<file path="config.mk">
export PLATFORM = sky130hd
export DESIGN_NAME = status_blink_and_reset_button_core
export DESIGN_NICKNAME = d
export VERILOG_FILES = /design/src/rtl/core/sbrb_pkg.sv /design/src/rtl/core/sbrb_apb_regs.sv /design/src/rtl/core/sbrb_blink_step.sv /design/src/rtl/core/sbrb_tick_unit.sv /design/src/rtl/core/status_blink_and_reset_button_core.sv
export SDC_FILE = /design/constraint.sdc
export NUM_CORES = 1
export LEC_CHECK = 0
export BUFFER_PORTS_ARGS = -buffer_cell sky130_fd_sc_hd__buf_2
export CORE_UTILIZATION = 60
export CTS_BUF_LIST = sky130_fd_sc_hd__clkbuf_16
export DETAILED_ROUTE_END_ITERATION = 8
export MAX_ROUTING_LAYER = met4
export PLACE_DENSITY = 0.84
export RECOVER_POWER = 50
export SKIP_LAST_GASP = 1
export SYNTH_ARGS = -nofsm -noshare
export SYNTH_HDL_FRONTEND = slang
export SYNTH_SLANG_ARGS = --single-unit
</file>
<file path="constraint.sdc">
create_clock -name clk -period 13.9 [get_ports clk]
set_input_delay 2.78 -clock clk [delete_from_list [all_inputs] [get_ports clk]]
set_output_delay 2.78 -clock clk [all_outputs]
set_load 0.01 [all_outputs]
</file>
<file path="src/rtl/core/sbrb_pkg.sv">
package sbrb_pkg;

	// Fixed sizes
	localparam int TIMER_BITS   = 16;
	localparam int DUR_W        = 12;
	localparam int PRESS_W      = 8;
	localparam int CNT_W        = 4;
	localparam int DELTA_W      = 14;
	localparam int ADDR_W       = 5;
	localparam int DATA_W       = 32;
	localparam int SUM_W        = ((TIMER_BITS > DELTA_W) ? TIMER_BITS : DELTA_W) + 1;

	// Blink counts and time steps
	localparam int MAX_BLINKS   = 15;
	localparam int TICK_MS      = 100;
	localparam int FAST_STEP_MS = 5000;

	localparam logic [TIMER_BITS-1:0] TIMER_MAX = {TIMER_BITS{1'b1}};

	// Register reset values
	localparam logic [DUR_W-1:0]   RST_PAUSE_START = DUR_W'(500);
	localparam logic [DUR_W-1:0]   RST_FIRST_ON    = DUR_W'(250);
	localparam logic [DUR_W-1:0]   RST_FIRST_OFF   = DUR_W'(250);
	localparam logic [DUR_W-1:0]   RST_PAUSE_MID   = DUR_W'(250);
	localparam logic [DUR_W-1:0]   RST_SECOND_ON   = DUR_W'(350);
	localparam logic [DUR_W-1:0]   RST_SECOND_OFF  = DUR_W'(150);
	localparam logic [DUR_W-1:0]   RST_PAUSE_END   = DUR_W'(650);
	localparam logic [PRESS_W-1:0] RST_LONG_PRESS  = PRESS_W'(30);

	typedef logic [TIMER_BITS-1:0] timer_t;

	typedef enum logic [2:0] {
		PH_INIT,
		PH_PAUSE_START,
		PH_FIRST_ON,
		PH_FIRST_OFF,
		PH_PAUSE_MID,
		PH_SECOND_ON,
		PH_SECOND_OFF,
		PH_PAUSE_END
	} phase_t;

	typedef enum logic [2:0] {
		REG_PAUSE_START,
		REG_FIRST_ON,
		REG_FIRST_OFF,
		REG_PAUSE_MID,
		REG_SECOND_ON,
		REG_SECOND_OFF,
		REG_PAUSE_END,
		REG_LONG_PRESS
	} reg_idx_t;

	typedef struct packed {
		logic [DUR_W-1:0]   pause_start_ms;
		logic [DUR_W-1:0]   first_on_ms;
		logic [DUR_W-1:0]   first_off_ms;
		logic [DUR_W-1:0]   pause_mid_ms;
		logic [DUR_W-1:0]   second_on_ms;
		logic [DUR_W-1:0]   second_off_ms;
		logic [DUR_W-1:0]   pause_end_ms;
		logic [PRESS_W-1:0] long_press_ticks;
	} cfg_t;

	typedef struct packed {
		phase_t           phase;
		timer_t           timer;
		logic [CNT_W-1:0] done;
		logic             led_first;
		logic             led_second;
	} blink_state_t;

	typedef struct packed {
		logic led_first;
		logic led_second;
		logic erase_request;
		logic restart_request;
	} result_t;

	// Clamp a blink count to the supported maximum
	function automatic logic [CNT_W-1:0] clamp_blinks(input logic [CNT_W-1:0] n);
		logic [CNT_W-1:0] r;
		r = n;
		if (int'(n) > MAX_BLINKS) begin
			r = CNT_W'(MAX_BLINKS);
		end
		return r;
	endfunction

endpackage

</file>
<file path="src/rtl/core/sbrb_apb_regs.sv">
module sbrb_apb_regs (
	input  logic                          clk,
	input  logic                          arst_n,
	input  logic                          psel,
	input  logic                          penable,
	input  logic                          pwrite,
	input  logic [sbrb_pkg::ADDR_W-1:0]   paddr,
	input  logic [sbrb_pkg::DATA_W-1:0]   pwdata,
	output logic [sbrb_pkg::DATA_W-1:0]   prdata,
	output logic                          pready,
	output sbrb_pkg::cfg_t                cfg
);
	import sbrb_pkg::*;

	cfg_t     cfg_q;
	reg_idx_t idx;
	logic     wr_en;

	assign pready = 1'b1;
	assign idx    = reg_idx_t'(paddr[ADDR_W-1:2]);
	assign wr_en  = psel && penable && pwrite;
	assign cfg    = cfg_q;

	// Register writes on the access phase
	always_ff @(posedge clk or negedge arst_n) begin
		if (!arst_n) begin
			cfg_q.pause_start_ms   <= RST_PAUSE_START;
			cfg_q.first_on_ms      <= RST_FIRST_ON;
			cfg_q.first_off_ms     <= RST_FIRST_OFF;
			cfg_q.pause_mid_ms     <= RST_PAUSE_MID;
			cfg_q.second_on_ms     <= RST_SECOND_ON;
			cfg_q.second_off_ms    <= RST_SECOND_OFF;
			cfg_q.pause_end_ms     <= RST_PAUSE_END;
			cfg_q.long_press_ticks <= RST_LONG_PRESS;
		end else if (wr_en) begin
			case (idx)
				REG_PAUSE_START: cfg_q.pause_start_ms   <= pwdata[DUR_W-1:0];
				REG_FIRST_ON:    cfg_q.first_on_ms      <= pwdata[DUR_W-1:0];
				REG_FIRST_OFF:   cfg_q.first_off_ms     <= pwdata[DUR_W-1:0];
				REG_PAUSE_MID:   cfg_q.pause_mid_ms     <= pwdata[DUR_W-1:0];
				REG_SECOND_ON:   cfg_q.second_on_ms     <= pwdata[DUR_W-1:0];
				REG_SECOND_OFF:  cfg_q.second_off_ms    <= pwdata[DUR_W-1:0];
				REG_PAUSE_END:   cfg_q.pause_end_ms     <= pwdata[DUR_W-1:0];
				REG_LONG_PRESS:  cfg_q.long_press_ticks <= pwdata[PRESS_W-1:0];
				default: ;
			endcase
		end
	end

	// Read mux
	always_comb begin
		case (idx)
			REG_PAUSE_START: prdata = DATA_W'(cfg_q.pause_start_ms);
			REG_FIRST_ON:    prdata = DATA_W'(cfg_q.first_on_ms);
			REG_FIRST_OFF:   prdata = DATA_W'(cfg_q.first_off_ms);
			REG_PAUSE_MID:   prdata = DATA_W'(cfg_q.pause_mid_ms);
			REG_SECOND_ON:   prdata = DATA_W'(cfg_q.second_on_ms);
			REG_SECOND_OFF:  prdata = DATA_W'(cfg_q.second_off_ms);
			REG_PAUSE_END:   prdata = DATA_W'(cfg_q.pause_end_ms);
			REG_LONG_PRESS:  prdata = DATA_W'(cfg_q.long_press_ticks);
			default:         prdata = '0;
		endcase
	end

endmodule

</file>
<file path="src/rtl/core/sbrb_blink_step.sv">
module sbrb_blink_step (
	input  sbrb_pkg::blink_state_t        cur,
	input  sbrb_pkg::cfg_t                cfg,
	input  logic [sbrb_pkg::DELTA_W-1:0]  delta,
	input  logic [sbrb_pkg::CNT_W-1:0]    n1,
	input  logic [sbrb_pkg::CNT_W-1:0]    n2,
	output sbrb_pkg::blink_state_t        nxt
);
	import sbrb_pkg::*;

	logic [SUM_W-1:0] sum;
	timer_t           t_sat;
	logic [DUR_W-1:0] dur;
	logic             reached;
	timer_t           t_left;
	logic             consume;
	phase_t           phase_d;

	// Saturating time advance
	assign sum   = SUM_W'(cur.timer) + SUM_W'(delta);
	assign t_sat = (sum > SUM_W'(TIMER_MAX)) ? TIMER_MAX : sum[TIMER_BITS-1:0];

	// Duration of the current phase
	always_comb begin
		case (cur.phase)
			PH_PAUSE_START: dur = cfg.pause_start_ms;
			PH_FIRST_ON:    dur = cfg.first_on_ms;
			PH_FIRST_OFF:   dur = cfg.first_off_ms;
			PH_PAUSE_MID:   dur = cfg.pause_mid_ms;
			PH_SECOND_ON:   dur = cfg.second_on_ms;
			PH_SECOND_OFF:  dur = cfg.second_off_ms;
			PH_PAUSE_END:   dur = cfg.pause_end_ms;
			default:        dur = '0;
		endcase
	end

	assign reached = t_sat >= TIMER_BITS'(dur);
	assign t_left  = t_sat - TIMER_BITS'(dur);

	// Next phase; consume marks a phase end that uses up its duration
	always_comb begin
		phase_d = cur.phase;
		consume = 1'b0;
		case (cur.phase)
			PH_INIT: begin
				phase_d = PH_PAUSE_START;
			end
			PH_PAUSE_START: begin
				if (n1 == '0) begin
					phase_d = PH_PAUSE_MID;
				end else if (reached) begin
					phase_d = PH_FIRST_ON;
					consume = 1'b1;
				end
			end
			PH_FIRST_ON: begin
				if (reached) begin
					phase_d = PH_FIRST_OFF;
					consume = 1'b1;
				end
			end
			PH_FIRST_OFF: begin
				if (cur.done >= n1) begin
					phase_d = PH_PAUSE_MID;
				end else if (reached) begin
					phase_d = PH_FIRST_ON;
					consume = 1'b1;
				end
			end
			PH_PAUSE_MID: begin
				if (n2 == '0) begin
					phase_d = PH_PAUSE_END;
				end else if (reached) begin
					phase_d = PH_SECOND_ON;
					consume = 1'b1;
				end
			end
			PH_SECOND_ON: begin
				if (reached) begin
					phase_d = PH_SECOND_OFF;
					consume = 1'b1;
				end
			end
			PH_SECOND_OFF: begin
				if (cur.done >= n2) begin
					phase_d = PH_PAUSE_END;
				end else if (reached) begin
					phase_d = PH_SECOND_ON;
					consume = 1'b1;
				end
			end
			PH_PAUSE_END: begin
				if (reached) begin
					phase_d = PH_PAUSE_START;
					consume = 1'b1;
				end
			end
			default: begin
				phase_d = PH_PAUSE_START;
			end
		endcase
	end

	// LEDs, blink count and timer
	always_comb begin
		nxt       = cur;
		nxt.phase = phase_d;
		nxt.timer = consume ? t_left : t_sat;
		case (cur.phase)
			PH_INIT: begin
				nxt.led_first  = 1'b0;
				nxt.led_second = 1'b0;
				nxt.timer      = '0;
			end
			PH_PAUSE_START, PH_PAUSE_MID: begin
				if (consume) begin
					nxt.done = '0;
					if (cur.phase == PH_PAUSE_START) begin
						nxt.led_first = 1'b1;
					end else begin
						nxt.led_second = 1'b1;
					end
				end
			end
			PH_FIRST_ON, PH_SECOND_ON: begin
				if (consume) begin
					if (cur.done != {CNT_W{1'b1}}) begin
						nxt.done = cur.done + CNT_W'(1);
					end
					if (cur.phase == PH_FIRST_ON) begin
						nxt.led_first = 1'b0;
					end else begin
						nxt.led_second = 1'b0;
					end
				end
			end
			PH_FIRST_OFF: begin
				if (consume) begin
					nxt.led_first = 1'b1;
				end
			end
			PH_SECOND_OFF: begin
				if (consume) begin
					nxt.led_second = 1'b1;
				end
			end
			default: ;
		endcase
	end

endmodule

</file>
<file path="src/rtl/core/sbrb_tick_unit.sv">
module sbrb_tick_unit (
	input  logic                          clk,
	input  logic                          arst_n,
	input  logic                          advance,
	input  logic                          level,
	input  logic [sbrb_pkg::CNT_W-1:0]    n1,
	input  logic [sbrb_pkg::CNT_W-1:0]    n2,
	input  sbrb_pkg::cfg_t                cfg,
	output sbrb_pkg::result_t             res
);
	import sbrb_pkg::*;

	logic [PRESS_W-1:0] press_q;
	blink_state_t       blink_q;

	logic [PRESS_W-1:0] limit;
	logic [PRESS_W-1:0] press_held;
	logic               held;
	logic               long_hold;
	logic               step_en;
	logic [DELTA_W-1:0] delta;
	logic [CNT_W-1:0]   n1_use;
	logic [CNT_W-1:0]   n2_use;
	blink_state_t       blink_step_nxt;
	blink_state_t       blink_d;
	logic [PRESS_W-1:0] press_d;

	// Press counter, saturating at the long-press limit
	assign limit = (cfg.long_press_ticks == '0) ? PRESS_W'(1) : cfg.long_press_ticks;
	assign held  = !level;

	always_comb begin
		press_held = press_q;
		if (press_q < limit) begin
			press_held = press_q + PRESS_W'(1);
		end
		if (press_held > limit) begin
			press_held = limit;
		end
	end

	assign long_hold = press_held >= limit;
	assign step_en   = held ? long_hold : (press_q == '0);
	assign delta     = held ? DELTA_W'(FAST_STEP_MS) : DELTA_W'(TICK_MS);
	assign n1_use    = held ? CNT_W'(1) : clamp_blinks(n1);
	assign n2_use    = held ? CNT_W'(1) : clamp_blinks(n2);

	sbrb_blink_step u_blink (
		.cur   (blink_q),
		.cfg   (cfg),
		.delta (delta),
		.n1    (n1_use),
		.n2    (n2_use),
		.nxt   (blink_step_nxt)
	);

	// Next state and result for this beat
	always_comb begin
		blink_d = blink_q;
		press_d = '0;
		res     = '0;
		if (held) begin
			press_d = press_held;
		end
		if (step_en) begin
			blink_d = blink_step_nxt;
		end else if (held) begin
			blink_d.led_first  = 1'b0;
			blink_d.led_second = 1'b0;
		end else begin
			// release after a press
			blink_d.led_first   = 1'b1;
			blink_d.led_second  = 1'b1;
			res.restart_request = 1'b1;
			res.erase_request   = press_q >= limit;
		end
		res.led_first  = blink_d.led_first;
		res.led_second = blink_d.led_second;
	end

	always_ff @(posedge clk or negedge arst_n) begin
		if (!arst_n) begin
			press_q <= '0;
			blink_q <= '{phase: PH_INIT, timer: '0, done: '0,
			             led_first: 1'b0, led_second: 1'b0};
		end else if (advance) begin
			press_q <= press_d;
			blink_q <= blink_d;
		end
	end

endmodule

</file>
<file path="src/rtl/core/status_blink_and_reset_button_core.sv">
// Status blinker and reset button. Each input beat is one button sample tick
// with the pin level (0 pressed) and the blink counts for the two LEDs; each
// beat yields exactly one result beat with both LED levels and the erase and
// restart pulses. The block takes one beat per clock while out_ready does not
// stall it: a beat is captured in the input register, passes the press counter
// and blink phase logic into the result register, and the press and blink
// state advance as the beat moves into the result register. While a result
// waits for out_ready the input register still takes one more beat; after
// that in_ready stays low until the result drains. Durations are in ms; the
// user must write them over the APB port only while no beat is in flight,
// which the block itself does not enforce.
module status_blink_and_reset_button_core (
	input  logic                          clk,
	input  logic                          arst_n,
	input  logic                          psel,
	input  logic                          penable,
	input  logic                          pwrite,
	input  logic [sbrb_pkg::ADDR_W-1:0]   paddr,
	input  logic [sbrb_pkg::DATA_W-1:0]   pwdata,
	output logic [sbrb_pkg::DATA_W-1:0]   prdata,
	output logic                          pready,
	input  logic                          in_valid,
	output logic                          in_ready,
	input  logic                          button_level,
	input  logic [3:0]                    wifi_blinks,
	input  logic [3:0]                    ble_blinks,
	output logic                          out_valid,
	input  logic                          out_ready,
	output logic                          led_first,
	output logic                          led_second,
	output logic                          erase_request,
	output logic                          restart_request
);
	import sbrb_pkg::*;

	cfg_t             cfg;
	logic             valid_s1;
	logic             level_s1;
	logic [CNT_W-1:0] wifi_s1;
	logic [CNT_W-1:0] ble_s1;
	logic             valid_s2;
	result_t          res_s2;
	result_t          res;
	logic             advance;

	sbrb_apb_regs u_regs (
		.clk     (clk),
		.arst_n  (arst_n),
		.psel    (psel),
		.penable (penable),
		.pwrite  (pwrite),
		.paddr   (paddr),
		.pwdata  (pwdata),
		.prdata  (prdata),
		.pready  (pready),
		.cfg     (cfg)
	);

	// Handshake: beat moves to the result register when it is free or drains
	assign advance  = valid_s1 && (!valid_s2 || out_ready);
	assign in_ready = !valid_s1 || advance;

	// Input register
	always_ff @(posedge clk or negedge arst_n) begin
		if (!arst_n) begin
			valid_s1 <= 1'b0;
		end else if (in_ready) begin
			valid_s1 <= in_valid;
		end
	end

	always_ff @(posedge clk) begin
		if (in_valid && in_ready) begin
			level_s1 <= button_level;
			wifi_s1  <= wifi_blinks;
			ble_s1   <= ble_blinks;
		end
	end

	sbrb_tick_unit u_tick (
		.clk     (clk),
		.arst_n  (arst_n),
		.advance (advance),
		.level   (level_s1),
		.n1      (wifi_s1),
		.n2      (ble_s1),
		.cfg     (cfg),
		.res     (res)
	);

	// Result register
	always_ff @(posedge clk or negedge arst_n) begin
		if (!arst_n) begin
			valid_s2 <= 1'b0;
		end else if (advance) begin
			valid_s2 <= 1'b1;
		end else if (out_ready) begin
			valid_s2 <= 1'b0;
		end
	end

	always_ff @(posedge clk) begin
		if (advance) begin
			res_s2 <= res;
		end
	end

	assign out_valid       = valid_s2;
	assign led_first       = res_s2.led_first;
	assign led_second      = res_s2.led_second;
	assign erase_request   = res_s2.erase_request;
	assign restart_request = res_s2.restart_request;

endmodule

</file>
# After elaboration in Yosys (flattened, before gate mapping)

Cells that the tools add are included.

Input port bits: 53
Bits in registers: 140
Output and inout bits: 39

Add/sub/neg operators: 4
$lt $le $gt $ge: 8
Bitwise gates (word level): 1
Eq/ne operators: 21
Muxes and demuxes: 46
Reductions and logical operators: 31

Operators with widths:

| operator                                                                          | number |
|---|---|
| 32-bit case mux with 8 select lines                                               | 1 |
| 12-bit case mux with 7 select lines                                               | 1 |
| 16-bit 2-to-1 mux                                                                 | 3 |
| 8-bit 2-to-1 mux                                                                  | 4 |
| 3-bit 2-to-1 mux                                                                  | 9 |
| 3-bit equality test, second input constant                                        | 8 |
| 3-bit case mux with 8 select lines                                                | 1 |
| 2-bit AND reduction                                                               | 9 |
| 16-bit by 14-bit adder with 17-bit output                                         | 1 |
| 17-bit by 16-bit greater-than comparator with 1-bit output, second input constant | 1 |
| 16-bit by 12-bit greater-or-equal comparator with 1-bit output                    | 1 |
| 8-bit greater-or-equal comparator                                                 | 2 |
| 8-bit zero test                                                                   | 2 |
| 16-bit by 12-bit subtractor with 16-bit output                                    | 1 |
| 1-bit 2-to-1 mux                                                                  | 15 |
| 13-bit 2-to-1 mux                                                                 | 1 |
| 3-bit by 2-bit equality test with 1-bit output, second input constant             | 4 |
| 4-bit 2-to-1 mux                                                                  | 3 |
| 6-bit 2-to-1 mux                                                                  | 2 |
| 2-bit != test, second input constant                                              | 6 |
| 8-bit by 1-bit adder with 8-bit output, second input constant                     | 1 |
| 4-bit greater-or-equal comparator                                                 | 2 |
| 8-bit greater-than comparator                                                     | 1 |
| 4-bit zero test                                                                   | 2 |
| other kinds (18)                                                                  | 30 |

# Logic depth before layout (Yosys ltp)

Word-level depth: 11
Gate-level depth with buffers: 28
Depth with buffers taken out: 27

# Cells and area by module

From an unflattened synthesis, not the netlist that was laid out.

Cells, all modules: 1016
Area total of the unflattened synthesis: 10326.2 um2

By module, submodules not included:

| module                             | cells an instance | area each (um2) | sequential area each (um2) | instances |
|---|---|---|---|---|
| sbrb_apb_regs                      | 338               | 4440.5          | 2354.8                     | 1 |
| sbrb_blink_step                    | 433               | 2970.3          | 0.0                        | 1 |
| sbrb_tick_unit                     | 224               | 2421.1          | 825.8                      | 1 |
| status_blink_and_reset_button_core | 21                | 494.2           | 440.4                      | 1 |

# Worst setup path after synthesis

No wires, ideal clock.

Path type: in2out
Start: input port paddr[4] in the netlist's numbering
End: output port prdata[1] in the netlist's numbering
Cell stages on the path: 5
Slack: 6.707 ns
Data required time: 11.120 ns
Path buffers: 3
Arrival: 4.413 ns
Cells stage by stage: clkbuf_1 buf_1 clkbuf_1 mux4_2 mux2_2

Longest elaborated chain between the ends: 2
Elaborated cells on any way between the ends: 9

RTL lines:

| element                                           | line                                     | text |
|---|---|---|
| start, declared                                   | status_blink_and_reset_button_core.sv:18 | `input logic [sbrb_pkg::ADDR_W-1:0] paddr,` |
| 3-bit equality test, or another cell as far along | sbrb_apb_regs.sv:52                      | `case (idx)` |
| 32-bit case mux with 8 select lines (*)           | sbrb_apb_regs.sv:52                      |  |
| end, declared                                     | status_blink_and_reset_button_core.sv:20 | `output logic [sbrb_pkg::DATA_W-1:0] prdata,` |

Mark *: on every way between the ends. The rest lies on a longest branch, timed or not. The select of a mux whose other input is x is not followed.

# Final worst setup path

Start: input port paddr[4] in the netlist's numbering
End: output port prdata[6] in the netlist's numbering

The elaborated chain is that of the path after synthesis.

==> out/metrics.csv <==
metric,value,unit
async_flop_share,0.907,
syn-mean-instance-area,9.94,um^2
design_area,10800,um^2
insertion_delay,0.43,ns
peakVddDrop,120,uV
min-delay-path-class,flop to flop,
wl_per_cell,20.1,um
grt_max_degree,55,
rsz0062_at_grt,no,
hold_viol_final,0,
crit_type,primary input to output port,
r2r_slack,6.77,ns
dieArea,17000,um^2
netlist_area,9880,um^2
post-place-ws,5.72,ns
fin_ws,5.48,ns
final_max_slew_viol_count,150,
pin_count,92,
critPathBufInv,3,
fmax,119,MHz
antenna_cells,0,
post-dp-hpwl,17400,um
setup_violations,0,
grtUsageTotal,0.331,
synth_cells,994,
status,finished with violations,
die-height,130,um
drc,0,
core,16000,um^2
synth_flop_cell,dfrtp_1,
worst_pin_slew,2.95,ns
path_clk_slew,0.06,ns
power,2.39,mW
grt-ovfl-total,0,
p_per_area,222,nW/um^2
first_pass_iters,7,
tns,0,ns
path_max_fanout,36,
fin_hold_ws,0.486,ns
synth_edf_count,13,
cp_cell_sequence,buf_2 -> clkinv_1 -> nor2_1 -> a22oi_1 -> a21oi_1 -> nor2_1 -> a31oi_1 -> buf_2,
yosys_register_bits,140,
critPathTopFamily,buffers and inverters,
synth.distinct_cells,87,
drive_gt1_frac,0.258,
vias_per_cell,6.52,
violations,"max-capacitance violations, max-slew violations",
port-buffer-count,48,
initial_utilization,0.617,
ys_seq_area_frac,0.367,
post-cts-setup-buffer-count,0,
period_share,0.606,
drv_cap,3,
post-route-min-period,8.42,ns
cts_made_buffers,17,
finClkSkew,0.00884,ns
cpPeakStageDelay,0.67,ns
fp.dieW,130,um
cts_max_level,4,
cts_buffer_depth,2,
antenna_found_initial,0,
clock-root-buffer,clkbuf_16,
ys_warn_count,0,
end_kind,output port,
cts_hold_buf,0,
cp_slowest_cell,buf_2,
vias,8155,
grt_pass1_vias,7969,
placed_cell_area,10200,um^2
arrival,5.64,ns
first_iter_violations,752,
tritoncts,done,
gp_routability_congestion,0.917,
cellLeakagePower,4.74,nW
synthToLayoutAreaGrowth,9.07,%
required,11.12,ns
grt_pass1_wl,41400,um
max_slew_margin,-0.968,
post_cts_resized,0,
ant_nets,0,
nets,1132,
rows,46,
cts.sinks,140,
critPathLaunchType,primary input,
drt_wl_total,25200,um
## cell families after synthesis
logic type,Yosys count,synth area share
AND/OR/NAND/NOR,271,0.136
AO/OA/AOI/OAI,243,0.172
multiplexers,143,0.174
flip-flops,140,0.367
buffers and inverters,114,0.0560
adder cells (fa/ha/maj),57,0.0737
XOR/XNOR,24,0.0213
other,2,0.000760
## stage by stage
stage               std cells  utilization
floorplan                1013            -
global placement         1219        0.636
detailed placement       1219        0.636
CTS                      1251        0.675
global route             1251        0.673
finish                   1251        0.673
## state kept, by name, indices dropped and copies added, names as in the netlist
register         cells
u_regs.cfg          92
u_tick.blink_q      25
u_tick.press_q       8
ble_s1               4
wifi_s1              4
erase_request        1
led_first            1
led_second           1
level_s1             1
out_valid            1
restart_request      1
valid_s1             1
## power breakdown
part / switching [mW] / leakage [nW] / total, mW / internal, mW
clock: 0.180 / 0.309 / 0.480 / 0.300
combinational: 0.758 / 2.78 / 1.30 / 0.539
sequential: 0.0905 / 1.65 / 0.616 / 0.525
## Yosys cell counts, types with 19 or more instances
cell type | number | area, um^2
mux2_2 | 104 | 1170
dfrtp_1 | 85 | 2130
nand2_1 | 75 | 282
nor2_1 | 69 | 259
o21ai_0 | 61 | 305
ha_1 | 55 | 688
a21oi_1 | 50 | 250
dfstp_2 | 42 | 1100
inv_1 | 42 | 158
clkbuf_1 | 31 | 116
nand3_1 | 26 | 130
mux2i_1 | 25 | 250
buf_4 | 24 | 180
xnor2_1 | 19 | 166
## path summary, 6_finish.rpt
kind,depth (start not counted),end,startpoint
worst min-delay path,2,u_tick.blink_q[11],u_tick.blink_q[11]
worst min register to register,2,u_tick.blink_q[11],u_tick.blink_q[11]
min in group asynchronous,1,u_tick.blink_q[5],arst_n
max in group asynchronous,3,u_regs.cfg[37],arst_n
worst max-delay path,8,prdata[6],paddr[4]
worst max register to register,25,u_tick.blink_q[14],u_regs.cfg[3]
## cells in the final DEF, fill, tap and decap left out, drive strengths merged, types with 7 or more instances in the layout
cell type	n
nor2	69
a31oi	7
a221oi	10
inv	46
nand2b	15
a21oi	50
o31ai	7
ha	55
xnor2	19
dfstp	42
edfxtp	13
and2	10
nor2b	11
dfrtp	85
nand3	26
nor3	13
nand4	19
mux2	106
mux4	12
a31o	7
o22ai	7
o311ai	8
nand2	75
a21o	7
mux2i	25
clkinv	9
o21a	15
o21ai	65
conb	21
a211oi	8
clkbuf	28
buf	48
## worst register-to-register path: cells and delay by family, from the launching register on
kind / cells / cell delay [ns]
DFF: 1 / 0.43
AOI/OAI and AO/OA: 14 / 3.55
buffers and inverters: 1 / 0.16
muxes: 2 / 0.77
adders and majority gates: 3 / 0.76
and+or+nand+nor: 5 / 1.32
## layer usage
metal | global-route usage | vias to the layer above | part of all wire
li1 | - | 3695 | -
met2 | 0.534 | 395 | 0.48
met4 | 0.141 | 0 | 0.033
met5 | - | - | 0
met1 | 0.414 | 3985 | 0.42
met3 | 0.0504 | 80 | 0.068
## cell type report
cell class	instances	area, um^2
Tap cell	216	270
Fill cell	1225	5230
Inverter	45	169
Multi-Input combinational cell	759	5790
Timing Repair Buffer	59	302
Sequential cell	140	3620
Clock buffer	17	425
Clock inverter	15	195
Note: power is estimated with default switching activity, not from simulation.
